## src/hdl/csc_pkg.sv

```systemverilog
// Shared constants, widths and elaboration-time table functions for the converter.
`default_nettype none
package csc_pkg;

   localparam int DP_W   = 64;            // CORDIC datapath width
   localparam int AFRAC  = 24;            // fraction bits under the 32-bit binary angle
   localparam int ANG_W  = 58;            // angle accumulator width
   localparam int ANG_OUT_W = 32;
   localparam logic [63:0] INV_PI_Q64 = 64'h517CC1B727220A95;

   // Long division by shift and subtract; used only for constants.
   function automatic logic [63:0] csc_udiv(input logic [63:0] num, input logic [63:0] den);
      logic [64:0] rem;
      logic [63:0] quo;
      rem = '0;
      quo = '0;
      for (int b = 63; b >= 0; b--) begin
         rem = {rem[63:0], num[b]};
         if (rem >= {1'b0, den}) begin
            rem    = rem - {1'b0, den};
            quo[b] = 1'b1;
         end
      end
      return quo;
   endfunction

   function automatic logic [63:0] csc_mul_high(input logic [63:0] a, input logic [63:0] b);
      logic [127:0] prod;
      prod = {64'd0, a} * {64'd0, b};
      return prod[127:64];
   endfunction

   // atan(2^-i) / pi with AFRAC fraction bits below the binary angle
   function automatic logic [63:0] csc_rom_angle(input int i);
      logic [63:0] sum;
      logic [63:0] term;
      logic [63:0] q;
      int          sh;
      sum = '0;
      if (i == 0) begin
         return 64'd1 << (29 + AFRAC);
      end
      for (int k = 0; k < 64; k++) begin
         sh = i * (2 * k + 1);
         if (sh < 63) begin
            term = csc_udiv(64'd1 << (63 - sh), 64'(2 * k + 1));
            if (k % 2 == 1) sum = sum - term;
            else            sum = sum + term;
         end
      end
      q = csc_mul_high(sum, INV_PI_Q64);
      q = (q + (64'd1 << (31 - AFRAC))) >> (32 - AFRAC);
      return q;
   endfunction

   // 1/K^2 in Q62 for the two passes of the given length
   function automatic logic [63:0] csc_gain_inverse(input int iters);
      logic [63:0] inv;
      inv = 64'd1 << 62;
      for (int i = 0; i < iters; i++) begin
         if (2 * i < 63) begin
            inv = inv - csc_udiv(inv, (64'd1 << (2 * i)) + 64'd1);
         end
      end
      return inv;
   endfunction

endpackage
`default_nettype wire

```

## src/hdl/csc_radius_mul.sv

```systemverilog
// Three-stage 64x64 high-half product of length and inverse gain.
`default_nettype none
module csc_radius_mul
   import csc_pkg::*;
#(
   parameter logic [63:0] INV_GAIN = 64'd0,
   parameter int SIDE_W = 1
) (
   input  wire logic                   clock,
   input  wire logic                   reset,
   input  wire logic                   in_valid,
   output logic                        in_ready,
   input  wire logic signed [DP_W-1:0] in_mag,
   input  wire logic [SIDE_W-1:0]      in_side,
   output logic                        out_valid,
   input  wire logic                   out_ready,
   output logic [63:0]                 out_high,
   output logic [SIDE_W-1:0]           out_side
);
   localparam logic [31:0] B0 = INV_GAIN[31:0];
   localparam logic [31:0] B1 = INV_GAIN[63:32];

   logic [2:0]        valid_ff;
   logic [2:0]        rdy;
   logic [SIDE_W-1:0] side1_ff, side2_ff, side3_ff;
   logic [63:0]       mag_c;
   logic [31:0]       a1_ff;
   logic [63:0]       p00_ff, p01_ff, p00b_ff, p01b_ff, p10_ff, p11_ff;
   logic [63:0]       mid, high_in, high_ff;

   assign mag_c = in_mag[DP_W-1] ? 64'd0 : 64'(in_mag);

   assign rdy[2] = ~valid_ff[2] | out_ready;
   assign rdy[1] = ~valid_ff[1] | rdy[2];
   assign rdy[0] = ~valid_ff[0] | rdy[1];
   assign in_ready = rdy[0];

   assign mid = {32'd0, p00b_ff[63:32]} + {32'd0, p01b_ff[31:0]} + {32'd0, p10_ff[31:0]};
   assign high_in = p11_ff + {32'd0, p01b_ff[63:32]} + {32'd0, p10_ff[63:32]}
                    + {32'd0, mid[63:32]};

   always_ff @(posedge clock) begin
      if (reset) begin
         valid_ff <= '0;
      end else begin
         if (rdy[0]) valid_ff[0] <= in_valid;
         if (rdy[1]) valid_ff[1] <= valid_ff[0];
         if (rdy[2]) valid_ff[2] <= valid_ff[1];
      end
      if (rdy[0] && in_valid) begin
         p00_ff   <= mag_c[31:0] * B0;
         p01_ff   <= mag_c[31:0] * B1;
         a1_ff    <= mag_c[63:32];
         side1_ff <= in_side;
      end
      if (rdy[1] && valid_ff[0]) begin
         p10_ff   <= a1_ff * B0;
         p11_ff   <= a1_ff * B1;
         p00b_ff  <= p00_ff;
         p01b_ff  <= p01_ff;
         side2_ff <= side1_ff;
      end
      if (rdy[2] && valid_ff[1]) begin
         high_ff  <= high_in;
         side3_ff <= side2_ff;
      end
   end

   assign out_valid = valid_ff[2];
   assign out_high  = high_ff;
   assign out_side  = side3_ff;
endmodule
`default_nettype wire

```

## config.mk

```make
export PLATFORM = sky130hd
export DESIGN_NAME = csc_radius_mul
export DESIGN_NICKNAME = d
export VERILOG_FILES = /design/src/hdl/csc_pkg.sv /design/src/hdl/csc_radius_mul.sv
export SDC_FILE = /design/constraint.sdc
export NUM_CORES = 1
export LEC_CHECK = 0
export BUFFER_PORTS_ARGS = -buffer_cell sky130_fd_sc_hd__buf_2
export CAP_MARGIN = 20
export CORE_MARGIN = 1.5
export CORE_UTILIZATION = 25
export CTS_CLUSTER_DIAMETER = 100
export CTS_CLUSTER_SIZE = 40
export DETAILED_ROUTE_END_ITERATION = 10
export GPL_ROUTABILITY_DRIVEN = 1
export PLACE_DENSITY = 0.83
export SKIP_LAST_GASP = 1
export SLEW_MARGIN = 30
export SYNTH_ARGS = -nofsm -noshare
export SYNTH_HDL_FRONTEND = slang
export SYNTH_SLANG_ARGS = --single-unit
```

## constraint.sdc

```tcl
create_clock -name clock -period 1.3 [get_ports clock]
set_clock_uncertainty 0.15 [all_clocks]
set_input_delay 0.13 -clock clock [delete_from_list [all_inputs] [get_ports clock]]
set_output_delay 0.13 -clock clock [all_outputs]
set_load 0.01 [all_outputs]
```

==> results.json <==
{
  "grt_busiest_layer": "met2",
  "drt_iter0_markers": 0,
  "vdd.ir_drop.worst_uv": 389,
  "cts_tree": "done",
  "post_synth.cell_area_avg_um2": 8.53,
  "setup_viol": 0,
  "swShare_pct": 34.2,
  "hold_violations": 0,
  "viasPerCell": 2.76,
  "combPwrFrac_pct": 21.2,
  "max_freq_ghz": 0.820,
  "die_h_um": 56.2,
  "nFillCells": 299,
  "yosysSeqAreaShare_pct": 21.2,
  "antenna_found_initial": 0,
  "cp.required_ps": 1020,
  "clockRootBuffer": "clkbuf_4",
  "crit_chain": "nand4b_2 > buf_2",
  "wire_per_inst_um": 4.87,
  "grt_max_degree": 5,
  "grt_use_met3_pct": 0.698,
  "die_w_um": 56.2,
  "remaining_drc_errors": 0,
  "cp.arrival_ps": 940,
  "start_util_pct": 26.1,
  "status": "finished clean",
  "tns_ps": 0,
  "cts_sinks": 6,
  "nets": 166,
  "rsz0062_at_grt": "false",
  "wl_um": 619,
  "multi_input_area_um2": 303,
  "ys.warnings.count": 0,
  "track_usage_pct": 3.46,
  "leakagePower_nw": 0.357,
  "core_area_mm2": 0.00271,
  "cts_buffer_depth": 2,
  "critPathTopFamily": "flip-flops",
  "crit_buf_inv": 1,
  "r2r_cells": 2,
  "port_buffers": 7,
  "crit_path_end_kind": "primary output",
  "num_io_pins": 136,
  "maxCapViolations": 0,
  "htreeDepth": 1,
  "path_max_fanout": 4,
  "clk-insertion-delay-late_ps": 250,
  "rrSetupSlack_ps": 210,
  "cpMaxStageDelayCell": "dfxtp_1",
  "path_clk_slew_ps": 50,
  "cts.repair_timing.setup_buffer_count": 0,
  "min_path_cells": 3,
  "postRouteAntennaNets": 0,
  "pwr_density_cell_mw_per_mm2": 874,
  "crit_cells": 2,
  "critPathKind": "reg -> out",
  "cpPeakStageDelay_ps": 390,
  "p_clk_share_pct": 37.9,
  "final-seq-area_um2": 150,
  "internal_power_uw": 342,
  "dr.pass1.iters": 1,
  "power_frac_seq_pct": 40.9,
  "synth.ff_latch_count": 6,
  "use_met1_pct": 2.70,
  "grt_pass1_vias": 223,
  "dieArea_mm2": 0.00316,
  "pre_cts_ws_ps": 207,
  "post-route-min-period_ps": 1220,
  "fp-row-count": 19,
  "grt_pass1_wl_um": 786,
  "start_kind": "flip-flop",
  "slew_viol_final": 0,
  "synthToLayoutAreaGrowth_pct": -16.1,
  "overflow": 0,
  "hpwl_um": 490,
  "cts_buffers": 3,
  "finalPower_uw": 519,
  "synth.distinct_cells": 10,
  "hold_path_class": "in -> reg",
  "post-route-period-util_pct": 93.9,
  "vias": 350,
  "drive_gt1_share_pct": 11.5,
  "synthesis.area_um2": 708,
  "grt_use_met2_pct": 5.88,
  "p_switching_uw": 178,
  "cts-resized-gates": 0,
  "synthCells": 83,
  "place.gp.congestion": 0.656,
  "whs_ps": 37.6,
  "antenna_cells": 0,
  "fin_ws_ps": 79.9
}
-- synth_stat cells, drive strengths merged --
| library cell | count | area [um2] |
|---|---|---|
| a21oi | 3 | 15.0 |
| and2 | 3 | 18.8 |
| buf | 64 | 480 |
| conb | 1 | 3.75 |
| dfxtp | 3 | 60.1 |
| edfxtp | 3 | 90.1 |
| inv | 3 | 11.3 |
| nand2b | 1 | 6.26 |
| nand3b | 1 | 7.51 |
| nand4b | 1 | 15.0 |
-- tightest hold or removal path: stages --
cell and delay (ps):
buf_2 90, nand2b_1 110, a21oi_1 60
-- sequential cells by signal, summed over array words and instances, names as in the netlist --
name / flops
side2_ff: 1
valid_ff: 3
out_side: 1
side1_ff: 1
-- logic make-up (layout without fill, tap and decap cells) --
logic type / count (synthesis) / count (layout) / synth area share (%)
DFF: 6 / 6 / 21.2
buffers and inverters: 67 / 17 / 69.4
other: 1 / 64 / 0.530
AOI/OAI and AO/OA: 3 / 3 / 2.12
and+or+nand+nor: 6 / 6 / 6.71
-- final timing paths --
check                 to   startpoint
max             in_ready  valid_ff[2]
min          valid_ff[2]    out_ready
max reg2reg     side1_ff  valid_ff[2]
min reg2reg     out_side     side2_ff
-- per-stage QoR --
step | util [%] | cell area [um2] | std cells
after floorplan | - | 945 | 146
after global placement | 19.9 | 538 | 120
after detailed placement | 19.9 | 538 | 120
after CTS | 21.9 | 594 | 127
final | 21.9 | 594 | 127
after global routing | 21.9 | 594 | 127
-- power groups by stage --
stage / Combinational [mW] / Clock, mW / Sequential (mW)
after floorplan: 0.232 / 0 / 0.217
after global placement: 0.0995 / 0 / 0.216
after detailed placement: 0.100 / 0 / 0.217
after CTS: 0.107 / 0.206 / 0.213
after global routing: 0.122 / 0.213 / 0.213
final: 0.110 / 0.197 / 0.213
-- cells in the final DEF (no fill, tap or decap) --
cell / instances
clkbuf_1: 1
clkbuf_4: 3
and2_1: 3
edfxtp_1: 3
nand4b_2: 1
a21oi_1: 3
dfxtp_1: 3
dlygate4sd3_1: 3
inv_1: 3
conb_1: 64
nand3b_1: 1
nand2b_1: 1
buf_2: 7
-- metal layers --
metal	up-vias	share of wire, %
met4	0	0
met1	145	30
li1	151	-
met5	-	0
met2	54	45
met3	0	25
-- area by class of cell --
type	instances	area share, %
Sequential cell	6	25.3
Multi-Input combinational cell	73	50.9
Tap cell	31	6.53
Clock buffer	4	4.42
Timing Repair Buffer	10	10.9
Inverter	3	1.89
-- repair_timing --
item,in CTS,in global routing
endpoints found under the hold margin,4,0
hold buffers,3,0
setup endpoints to repair,0,0
Note: power is estimated with default switching activity, not from simulation.
